$ cat config.mk
export PLATFORM = sky130hd
export DESIGN_NAME = height_gradient_colorizer
export DESIGN_NICKNAME = d
export VERILOG_FILES = /design/src/rtl/core/hgc_pkg.sv /design/src/rtl/core/hgc_fifo.sv /design/src/rtl/core/hgc_front.sv /design/src/rtl/core/hgc_back.sv /design/src/rtl/core/height_gradient_colorizer.sv
export SDC_FILE = /design/constraint.sdc
export NUM_CORES = 1
export LEC_CHECK = 0
export BUFFER_PORTS_ARGS = -buffer_cell sky130_fd_sc_hd__buf_2
export CAP_MARGIN = 15
export CORE_MARGIN = 2
export CORE_UTILIZATION = 43
export CTS_CLUSTER_SIZE = 30
export DETAILED_ROUTE_END_ITERATION = 7
export RECOVER_POWER = 50
export SYNTH_ARGS = -nofsm -noshare
export SYNTH_HDL_FRONTEND = slang
export SYNTH_SLANG_ARGS = --single-unit
$ cat constraint.sdc
create_clock -name clock -period 8.7 [get_ports clock]
set_input_delay 1.74 -clock clock [delete_from_list [all_inputs] [get_ports clock]]
set_output_delay 1.74 -clock clock [all_outputs]
set_load 0.01 [all_outputs]
$ cat src/rtl/core/hgc_pkg.sv
package hgc_pkg;

   localparam int HGC_HEIGHT_BITS = 16;
   localparam int HGC_QUEUE_DEPTH = 2;
   localparam int HGC_CHAN_BITS = 8;
   localparam int HGC_COLOR_BITS = 24;
   localparam int HGC_CSR_ADDR_BITS = 3;
   localparam int HGC_CSR_DATA_BITS = 32;

   localparam logic HGC_OP_SCAN = 1'b0;
   localparam logic HGC_OP_COLOR = 1'b1;

   localparam logic HGC_REG_COLOR_LOW = 1'b0;
   localparam logic HGC_REG_COLOR_HIGH = 1'b1;

   localparam logic [HGC_COLOR_BITS-1:0] HGC_COLOR_LOW_RESET = 24'h000000;
   localparam logic [HGC_COLOR_BITS-1:0] HGC_COLOR_HIGH_RESET = 24'hffffff;

   typedef struct packed {
      logic full;
      logic empty;
   } hgc_q_stat_type;

endpackage

$ cat src/rtl/core/hgc_fifo.sv
module hgc_fifo
   import hgc_pkg::*;
#(
   parameter int WIDTH = 32,
   parameter int DEPTH = HGC_QUEUE_DEPTH
) (
   input  logic             clock,
   input  logic             reset,
   input  logic             push,
   input  logic [WIDTH-1:0] push_data,
   input  logic             pop,
   output logic [WIDTH-1:0] pop_data,
   output hgc_q_stat_type   stat
);

   localparam int PtrBits = (DEPTH > 1) ? $clog2(DEPTH) : 1;
   localparam int CntBits = $clog2(DEPTH + 1);

   logic [WIDTH-1:0]   mem_ff [DEPTH];
   logic [PtrBits-1:0] wr_ptr_ff, wr_ptr_in;
   logic [PtrBits-1:0] rd_ptr_ff, rd_ptr_in;
   logic [CntBits-1:0] count_ff, count_in;
   logic               do_push, do_pop;

   assign stat.full = (count_ff == CntBits'(DEPTH));
   assign stat.empty = (count_ff == '0);
   assign do_push = push && !stat.full;
   assign do_pop = pop && !stat.empty;
   assign pop_data = mem_ff[rd_ptr_ff];

   always_comb begin
      wr_ptr_in = wr_ptr_ff;
      rd_ptr_in = rd_ptr_ff;
      count_in = count_ff;
      if (do_push) begin
         wr_ptr_in = (wr_ptr_ff == PtrBits'(DEPTH - 1)) ? '0 : wr_ptr_ff + 1'b1;
      end
      if (do_pop) begin
         rd_ptr_in = (rd_ptr_ff == PtrBits'(DEPTH - 1)) ? '0 : rd_ptr_ff + 1'b1;
      end
      if (do_push && !do_pop) begin
         count_in = count_ff + 1'b1;
      end else if (do_pop && !do_push) begin
         count_in = count_ff - 1'b1;
      end
   end

   always_ff @(posedge clock) begin
      if (reset) begin
         wr_ptr_ff <= '0;
         rd_ptr_ff <= '0;
         count_ff <= '0;
      end else begin
         wr_ptr_ff <= wr_ptr_in;
         rd_ptr_ff <= rd_ptr_in;
         count_ff <= count_in;
      end
   end

   always_ff @(posedge clock) begin
      if (do_push) begin
         mem_ff[wr_ptr_ff] <= push_data;
      end
   end

endmodule

$ cat src/rtl/core/hgc_front.sv
module hgc_front
   import hgc_pkg::*;
#(
   parameter int HEIGHT_BITS = HGC_HEIGHT_BITS
) (
   input  logic                     clock,
   input  logic                     reset,
   input  logic                     item_valid,
   output logic                     item_ready,
   input  logic                     item_op,
   input  logic                     item_start,
   input  logic [HEIGHT_BITS-1:0]   item_height,
   input  hgc_q_stat_type           q_stat,
   output logic                     q_push,
   output logic [2*HEIGHT_BITS-1:0] q_data
);

   logic signed [HEIGHT_BITS-1:0] min_ff, min_in;
   logic signed [HEIGHT_BITS-1:0] max_ff, max_in;
   logic                          valid_ff, valid_in;
   logic signed [HEIGHT_BITS-1:0] h;
   logic signed [HEIGHT_BITS-1:0] h_clamp;
   logic [HEIGHT_BITS-1:0]        num;
   logic [HEIGHT_BITS-1:0]        span;
   logic                          accept;

   assign h = $signed(item_height);
   assign item_ready = !q_stat.full;
   assign accept = item_valid && item_ready;
   assign q_push = accept && (item_op == HGC_OP_COLOR);

   always_comb begin
      if (h < min_ff) begin
         h_clamp = min_ff;
      end else if (h > max_ff) begin
         h_clamp = max_ff;
      end else begin
         h_clamp = h;
      end
      num = HEIGHT_BITS'($unsigned(h_clamp - min_ff));
      span = HEIGHT_BITS'($unsigned(max_ff - min_ff));
   end

   assign q_data = {num, span};

   always_comb begin
      min_in = min_ff;
      max_in = max_ff;
      valid_in = valid_ff;
      if (accept && (item_op == HGC_OP_SCAN)) begin
         valid_in = 1'b1;
         if (item_start || !valid_ff) begin
            min_in = h;
            max_in = h;
         end else begin
            if (h > max_ff) begin
               max_in = h;
            end
            if (h < min_ff) begin
               min_in = h;
            end
         end
      end
   end

   always_ff @(posedge clock) begin
      if (reset) begin
         min_ff <= '0;
         max_ff <= '0;
         valid_ff <= 1'b0;
      end else begin
         min_ff <= min_in;
         max_ff <= max_in;
         valid_ff <= valid_in;
      end
   end

endmodule

$ cat src/rtl/core/hgc_back.sv
module hgc_back
   import hgc_pkg::*;
#(
   parameter int HEIGHT_BITS = HGC_HEIGHT_BITS
) (
   input  logic                      clock,
   input  logic                      reset,
   input  hgc_q_stat_type            q_stat,
   input  logic [2*HEIGHT_BITS-1:0]  q_data,
   output logic                      q_pop,
   input  logic [HGC_COLOR_BITS-1:0] color_low,
   input  logic [HGC_COLOR_BITS-1:0] color_high,
   output logic                      out_valid,
   input  logic                      out_ready,
   output logic [HGC_COLOR_BITS-1:0] out_color
);

   localparam int ProdBits = HEIGHT_BITS + HGC_CHAN_BITS;
   localparam int StepBits = $clog2(HGC_CHAN_BITS);

   typedef enum logic [2:0] {
      ST_IDLE,
      ST_MUL,
      ST_DIV,
      ST_FIN,
      ST_PUSH
   } state_type;

   state_type                 state_ff, state_in;
   logic [1:0]                ch_ff, ch_in;
   logic [HEIGHT_BITS-1:0]    num_ff, num_in;
   logic [HEIGHT_BITS-1:0]    span_ff, span_in;
   logic [ProdBits-1:0]       rem_ff, rem_in;
   logic [ProdBits-1:0]       div_ff, div_in;
   logic [HGC_CHAN_BITS-1:0]  quo_ff, quo_in;
   logic [StepBits-1:0]       step_ff, step_in;
   logic                      neg_ff, neg_in;
   logic [HGC_CHAN_BITS-1:0]  lo_ff, lo_in;
   logic [HGC_COLOR_BITS-1:0] color_ff, color_in;
   logic                      out_valid_ff, out_valid_in;
   logic [HGC_COLOR_BITS-1:0] out_color_ff, out_color_in;

   logic [HGC_CHAN_BITS-1:0]  ch_lo, ch_hi, mag, chan;
   logic                      ge;

   assign out_valid = out_valid_ff;
   assign out_color = out_color_ff;

   always_comb begin
      state_in = state_ff;
      ch_in = ch_ff;
      num_in = num_ff;
      span_in = span_ff;
      rem_in = rem_ff;
      div_in = div_ff;
      quo_in = quo_ff;
      step_in = step_ff;
      neg_in = neg_ff;
      lo_in = lo_ff;
      color_in = color_ff;
      out_valid_in = out_valid_ff;
      out_color_in = out_color_ff;
      q_pop = 1'b0;

      ch_lo = color_low[{ch_ff, 3'b000} +: HGC_CHAN_BITS];
      ch_hi = color_high[{ch_ff, 3'b000} +: HGC_CHAN_BITS];
      mag = (ch_hi < ch_lo) ? (ch_lo - ch_hi) : (ch_hi - ch_lo);
      ge = (rem_ff >= div_ff);
      if (span_ff == '0) begin
         chan = lo_ff;
      end else if (neg_ff) begin
         chan = lo_ff - quo_ff - HGC_CHAN_BITS'(rem_ff != '0);
      end else begin
         chan = lo_ff + quo_ff;
      end

      if (out_valid_ff && out_ready) begin
         out_valid_in = 1'b0;
      end

      unique case (state_ff)
         ST_IDLE: begin
            if (!q_stat.empty) begin
               q_pop = 1'b1;
               num_in = q_data[2*HEIGHT_BITS-1:HEIGHT_BITS];
               span_in = q_data[HEIGHT_BITS-1:0];
               ch_in = 2'd0;
               state_in = ST_MUL;
            end
         end
         ST_MUL: begin
            rem_in = ProdBits'(mag) * ProdBits'(num_ff);
            div_in = ProdBits'(span_ff) << (HGC_CHAN_BITS - 1);
            neg_in = (ch_hi < ch_lo);
            lo_in = ch_lo;
            quo_in = '0;
            step_in = '0;
            state_in = ST_DIV;
         end
         ST_DIV: begin
            if (ge) begin
               rem_in = rem_ff - div_ff;
            end
            quo_in = {quo_ff[HGC_CHAN_BITS-2:0], ge};
            div_in = div_ff >> 1;
            step_in = step_ff + 1'b1;
            if (step_ff == StepBits'(HGC_CHAN_BITS - 1)) begin
               state_in = ST_FIN;
            end
         end
         ST_FIN: begin
            color_in[{ch_ff, 3'b000} +: HGC_CHAN_BITS] = chan;
            if (ch_ff == 2'd2) begin
               state_in = ST_PUSH;
            end else begin
               ch_in = ch_ff + 1'b1;
               state_in = ST_MUL;
            end
         end
         ST_PUSH: begin
            if (!out_valid_ff || out_ready) begin
               out_valid_in = 1'b1;
               out_color_in = color_ff;
               state_in = ST_IDLE;
            end
         end
         default: begin
            state_in = ST_IDLE;
         end
      endcase
   end

   always_ff @(posedge clock) begin
      if (reset) begin
         state_ff <= ST_IDLE;
         out_valid_ff <= 1'b0;
      end else begin
         state_ff <= state_in;
         out_valid_ff <= out_valid_in;
      end
      ch_ff <= ch_in;
      num_ff <= num_in;
      span_ff <= span_in;
      rem_ff <= rem_in;
      div_ff <= div_in;
      quo_ff <= quo_in;
      step_ff <= step_in;
      neg_ff <= neg_in;
      lo_ff <= lo_in;
      color_ff <= color_in;
      out_color_ff <= out_color_in;
   end

endmodule

$ cat src/rtl/core/height_gradient_colorizer.sv
// Maps signed height samples to 24-bit RGB colors on a linear gradient between the
// color_low and color_high registers. A scan transfer (operation 0) folds its height
// into the running minimum and maximum and produces no result; a color transfer
// (operation 1) produces one color, computed per channel exactly as
// low + floor((high - low) * (h - min) / (max - min)) with h clamped into the range,
// and equal to color_low when the range is flat. Scan transfers are taken at one per
// cycle while the two-entry queue has room; a full queue stalls every transfer. A
// color transfer is queued and then handled by the back end in order: a dequeue,
// then for each of the three channels a multiply, eight steps of the shared restoring
// divider and a final adjust, and last a load of the output register, which waits while
// a held response is not taken. The back end dequeues a new color item only after the
// last one is loaded into the output register.
module height_gradient_colorizer
   import hgc_pkg::*;
#(
   parameter int HEIGHT_BITS = HGC_HEIGHT_BITS
) (
   input  logic                         clock,
   input  logic                         reset,
   input  logic                         req_tvalid,
   output logic                         req_tready,
   // [HEIGHT_BITS-1:0] height, upper bits zero
   input  logic [((HEIGHT_BITS+7)/8)*8-1:0] req_tdata,
   // [0] operation, [1] scan_start
   input  logic [1:0]                   req_tuser,
   output logic                         rsp_tvalid,
   input  logic                         rsp_tready,
   // [23:0] color
   output logic [HGC_COLOR_BITS-1:0]    rsp_tdata,
   input  logic                         csr_psel,
   input  logic                         csr_penable,
   input  logic                         csr_pwrite,
   input  logic [HGC_CSR_ADDR_BITS-1:0] csr_paddr,
   input  logic [HGC_CSR_DATA_BITS-1:0] csr_pwdata,
   output logic [HGC_CSR_DATA_BITS-1:0] csr_prdata,
   output logic                         csr_pready
);

   logic [HGC_COLOR_BITS-1:0] color_low_ff, color_low_in;
   logic [HGC_COLOR_BITS-1:0] color_high_ff, color_high_in;
   logic                      csr_write;

   hgc_q_stat_type            q_stat;
   logic                      q_push, q_pop;
   logic [2*HEIGHT_BITS-1:0]  q_wdata, q_rdata;

   assign csr_pready = 1'b1;
   assign csr_write = csr_psel && csr_penable && csr_pwrite && csr_pready;

   always_comb begin
      color_low_in = color_low_ff;
      color_high_in = color_high_ff;
      if (csr_write) begin
         unique case (csr_paddr[2])
            HGC_REG_COLOR_LOW: color_low_in = csr_pwdata[HGC_COLOR_BITS-1:0];
            HGC_REG_COLOR_HIGH: color_high_in = csr_pwdata[HGC_COLOR_BITS-1:0];
            default: ;
         endcase
      end
      unique case (csr_paddr[2])
         HGC_REG_COLOR_LOW: csr_prdata = HGC_CSR_DATA_BITS'(color_low_ff);
         HGC_REG_COLOR_HIGH: csr_prdata = HGC_CSR_DATA_BITS'(color_high_ff);
         default: csr_prdata = '0;
      endcase
   end

   always_ff @(posedge clock) begin
      if (reset) begin
         color_low_ff <= HGC_COLOR_LOW_RESET;
         color_high_ff <= HGC_COLOR_HIGH_RESET;
      end else begin
         color_low_ff <= color_low_in;
         color_high_ff <= color_high_in;
      end
   end

   hgc_front #(
      .HEIGHT_BITS(HEIGHT_BITS)
   ) u_front (
      .clock      (clock),
      .reset      (reset),
      .item_valid (req_tvalid),
      .item_ready (req_tready),
      .item_op    (req_tuser[0]),
      .item_start (req_tuser[1]),
      .item_height(req_tdata[HEIGHT_BITS-1:0]),
      .q_stat     (q_stat),
      .q_push     (q_push),
      .q_data     (q_wdata)
   );

   hgc_fifo #(
      .WIDTH(2 * HEIGHT_BITS),
      .DEPTH(HGC_QUEUE_DEPTH)
   ) u_fifo (
      .clock    (clock),
      .reset    (reset),
      .push     (q_push),
      .push_data(q_wdata),
      .pop      (q_pop),
      .pop_data (q_rdata),
      .stat     (q_stat)
   );

   hgc_back #(
      .HEIGHT_BITS(HEIGHT_BITS)
   ) u_back (
      .clock     (clock),
      .reset     (reset),
      .q_stat    (q_stat),
      .q_data    (q_rdata),
      .q_pop     (q_pop),
      .color_low (color_low_ff),
      .color_high(color_high_ff),
      .out_valid (rsp_tvalid),
      .out_ready (rsp_tready),
      .out_color (rsp_tdata)
   );

endmodule

==> qor.csv <==
stage,metric,value,unit
outcome,outcome,finished with violations,
outcome,failing checks,"max-capacitance violations, max-slew violations",
synth,asr flop ratio synth,0,%
synth,yosys warns,0,
global_routing,pin count of the biggest net entering global routing,90,
finish,"commonest cells after routing, fill and taps aside","nand2_1, inv_1, edfxtp_1, ha_1, nor2_1",
sta,final hold vios,0,
sta,final setup TNS,0,ns
critical_path,Crit path required time,8.97,ns
routing,Post-route DRC,0,
finish,layout cells sized above 1,11.6,%
flow_run,max-cap viol count,4,
critical_path,cell mode on critical path,fa_1,
routing,Via density,5.13,
critical_path,r2r startpoint,u_back.ch_ff[1]$_SDFFCE_PP0P_,
global_routing,first-pass GRT wire length,73700,µm
critical_path,reg2reg end,u_back.rem_ff[23]$_DFFE_PP_,
global_routing,vias in the first global route,14600,
synth,Synth Instances,2075,
critical_path,WP buf/inv,6,
finish,Final Util,48.3,%
routing,DR pass1 iterations,5,
routing,Starting DRT DRC Count,784,
synth,sequential share of the synthesized area,39.5,%
critical_path,Worst Reg-to-Reg Cells,32,
placed_design,DPL Wire Length,34000,µm
sta,skew final,0.0154,ns
critical_path,Crit path max-delay family,adder cells,
critical_path,crit end category,register,
synth,Synth Area per Inst,9.98,µm²
synth,"EDFF count, synth",213,
worst_hold_path,Worst Hold End,u_back.out_color[7]$_DFFE_PP_,
sta,max frequency,123,MHz
finish,Inserted Diodes,0,
synth,Yosys cell types,76,
worst_hold_path,worst hold path startpoint,u_back.color_ff[7]$_DFFE_PP_,
clock_tree,total CTS buffers,36,
die,I/O pin count,119,
finish,area grow syn2layout,11.1,%
clock_tree,Clock transition at path regs,0.06,ns
sta,fin. max-slew vios,190,
finish,final net count,2483,
die,FP Rows,80,
critical_path,max incr delay on CP,0.55,ns
routing,drt wl/cell,16.0,µm
global_routing,GRT Total Usage,18.1,%
routing,drt total wl,44800,µm
finish,FILL cells,4437,
die,chip height,223,µm
critical_path,crit-path max FO,16,
worst_hold_path,Worst Hold Depth,0,
clock_tree,Sink Count,302,
clock_tree,H-tree depth,2,
sta,fin crit share,93.1,%
die,initial core utilization,43.5,%
sta,RSZ-0062 raised after global routing,no,
finish,final non-filler cell total,2804,
routing,vias after detailed routing,14400,
placed_design,GPL Wtd Cong,0.843,
synth,Synth Register Bits,302,
clock_tree,CTS tree,yes,
die,CORE AREA,0.0476,mm²
sta,worst-margin pin slew,3.78,ns
worst_hold_path,worst hold-check path type,register to register,
critical_path,Worst Path Arrival,8.37,ns
synth,"Cell Area, Synth",0.0207,mm²
global_routing,antenna violations before repair,0,
placed_design,placed insts,2737,
sta,# setup viols final,0,
critical_path,startpoint class of the critical path,register,
global_routing,gr ovfl total,0,
sta,Tmin final,8.10,ns
die,Chip Width,223,µm
critical_path,Worst path slowest cell,fa_1,
die,Die Area,0.0499,mm²
synth,ys flop type,edfxtp_1,
clock_tree,hold_buf cts,0,
clock_tree,clk buf depth,3,
placed_design,PortBufs,99,
critical_path,path type of the worst setup path,register to register,
sta,Slew Limit Headroom,-152,%
clock_tree,Root Driver,clkbuf_16,
clock_tree,clk_lat worst skew,0.55,ns
routing,Antenna Violating Nets Remaining,0,
critical_path,r2r setup slk,0.60,ns
finish,"commonest non-fill, non-tap cell in the layout",nand2_1,
[routing by layer]
metal	track usage (%)	share of wire (%)	wire length [µm]
met1	23.3	46	20600
met2	31.7	49	21800
met3	2.82	2.7	1230
met4	5.14	2.4	1090
met5	0	0	0
[through the flow]
stage / instance area [µm²] / worst slack [ns] / hold slack [ns]
floorplan: 20700 / 0.674 / 0.400
global placement: 21800 / 0.451 / 0.403
detailed placement: 21800 / 0.418 / 0.405
CTS: 23000 / 0.397 / 0.419
global route: 23000 / 0.0736 / 0.424
finish: 23000 / 0.599 / 0.417
[layout make-up]
| cell class | instances | area, µm² | share of cell area, % |
|---|---|---|---|
| multi-input cells | 1487 | 11400 | 49.6 |
| flip-flops and latches | 302 | 8180 | 35.5 |
| clock buffers | 45 | 1020 | 4.43 |
| inverters | 216 | 811 | 3.52 |
| well taps | 615 | 769 | 3.34 |
| repair buffers | 119 | 631 | 2.74 |
| clock inverters | 20 | 180 | 0.783 |
[flip-flops by register name, indices dropped and copies added, names as in the netlist, 8 cells and up]
register	count
u_fifo.mem_ff	64
color_high_ff	24
color_low_ff	24
u_back.color_ff	24
u_back.out_color	24
u_back.rem_ff	24
u_back.div_ff	23
u_back.num_ff	16
u_back.span_ff	16
u_front.max_ff	16
u_front.min_ff	16
u_back.lo_ff	8
u_back.quo_ff	8
[cells by family (layout without fill, tap and decap cells)]
family / count (synthesis) / in the layout / synth area share (%)
buffers and inverters: 293 / 400 / 5.68
xor gates and xnor gates: 77 / 77 / 3.29
and+or+nand+nor: 683 / 683 / 16.0
AOI/OAI and AO/OA: 338 / 338 / 10.3
other: 2 / 9 / 0.0363
DFF: 302 / 302 / 39.5
adders and majority gates: 261 / 261 / 19.1
muxes: 119 / 119 / 6.12
[synthesized netlist by cell type, types with 3 or more instances]
master / count / area, µm²
nand3_1: 22 / 110
nand3b_1: 31 / 233
nor4_1: 10 / 62.6
dfxtp_1: 89 / 1780
o21ai_0: 80 / 400
clkbuf_1: 57 / 214
nor2b_1: 39 / 244
xnor2_1: 56 / 490
nand4_1: 15 / 93.8
o22ai_1: 3 / 18.8
a211oi_1: 10 / 75.1
a21oi_1: 110 / 551
a21o_1: 30 / 225
a31oi_1: 11 / 68.8
and2_1: 89 / 557
nand2b_1: 21 / 131
a21boi_0: 4 / 30.0
o2111ai_1: 4 / 35.0
fa_1: 92 / 1840
ha_1: 169 / 2110
o21a_1: 28 / 210
o41ai_1: 5 / 43.8
o31a_1: 9 / 78.8
or2_2: 3 / 18.8
mux2_2: 61 / 687
buf_4: 9 / 67.6
o211ai_1: 8 / 60.1
buf_1: 5 / 18.8
nor3_1: 25 / 125
xor2_1: 20 / 175
inv_1: 216 / 811
nand2_1: 227 / 852
o21bai_1: 9 / 67.6
or3_1: 11 / 68.8
buf_6: 4 / 45.0
mux2i_1: 58 / 581
edfxtp_1: 213 / 6400
and3_1: 13 / 81.3
nor2_1: 162 / 608
[how the worst max path moves through the flow]
| stage | depth (start not counted) | slack (ns) | endpoint | start |
|---|---|---|---|---|
| after floorplan | 33 | 0.67 | u_back.rem_ff[23]$_DFFE_PP_ | u_back.ch_ff[1]$_SDFFCE_PP0P_ |
| after global placement | 29 | 0.45 | u_back.rem_ff[19]$_DFFE_PP_ | u_back.ch_ff[1]$_SDFFCE_PP0P_ |
| after detailed placement | 31 | 0.42 | u_back.rem_ff[19]$_DFFE_PP_ | u_back.ch_ff[1]$_SDFFCE_PP0P_ |
| after CTS | 31 | 0.40 | u_back.rem_ff[23]$_DFFE_PP_ | u_back.ch_ff[1]$_SDFFCE_PP0P_ |
| after global routing | 32 | 0.07 | u_back.rem_ff[19]$_DFFE_PP_ | u_back.ch_ff[1]$_SDFFCE_PP0P_ |
| final | 32 | 0.60 | u_back.rem_ff[23]$_DFFE_PP_ | u_back.ch_ff[1]$_SDFFCE_PP0P_ |
[worst register-to-register path: cells and delay by family (launching register included)]
kind	cells	cell delay [ns]
compound gates	11	2.46
xor+xnor	2	0.30
fa+ha+maj	7	2.85
buf+inv	6	0.64
flops	1	0.46
mux	1	0.08
simple gates	5	1.04
[what timing repair did]
| item | CTS | global route |
|---|---|---|
| setup buffers | 0 | 0 |
| setup endpoints to repair | 0 | 4 |
| resized for setup | 0 | 3 |
Power is not shown: default switching activity piles up to over one toggle a cycle in this logic, so the estimate is an artifact.
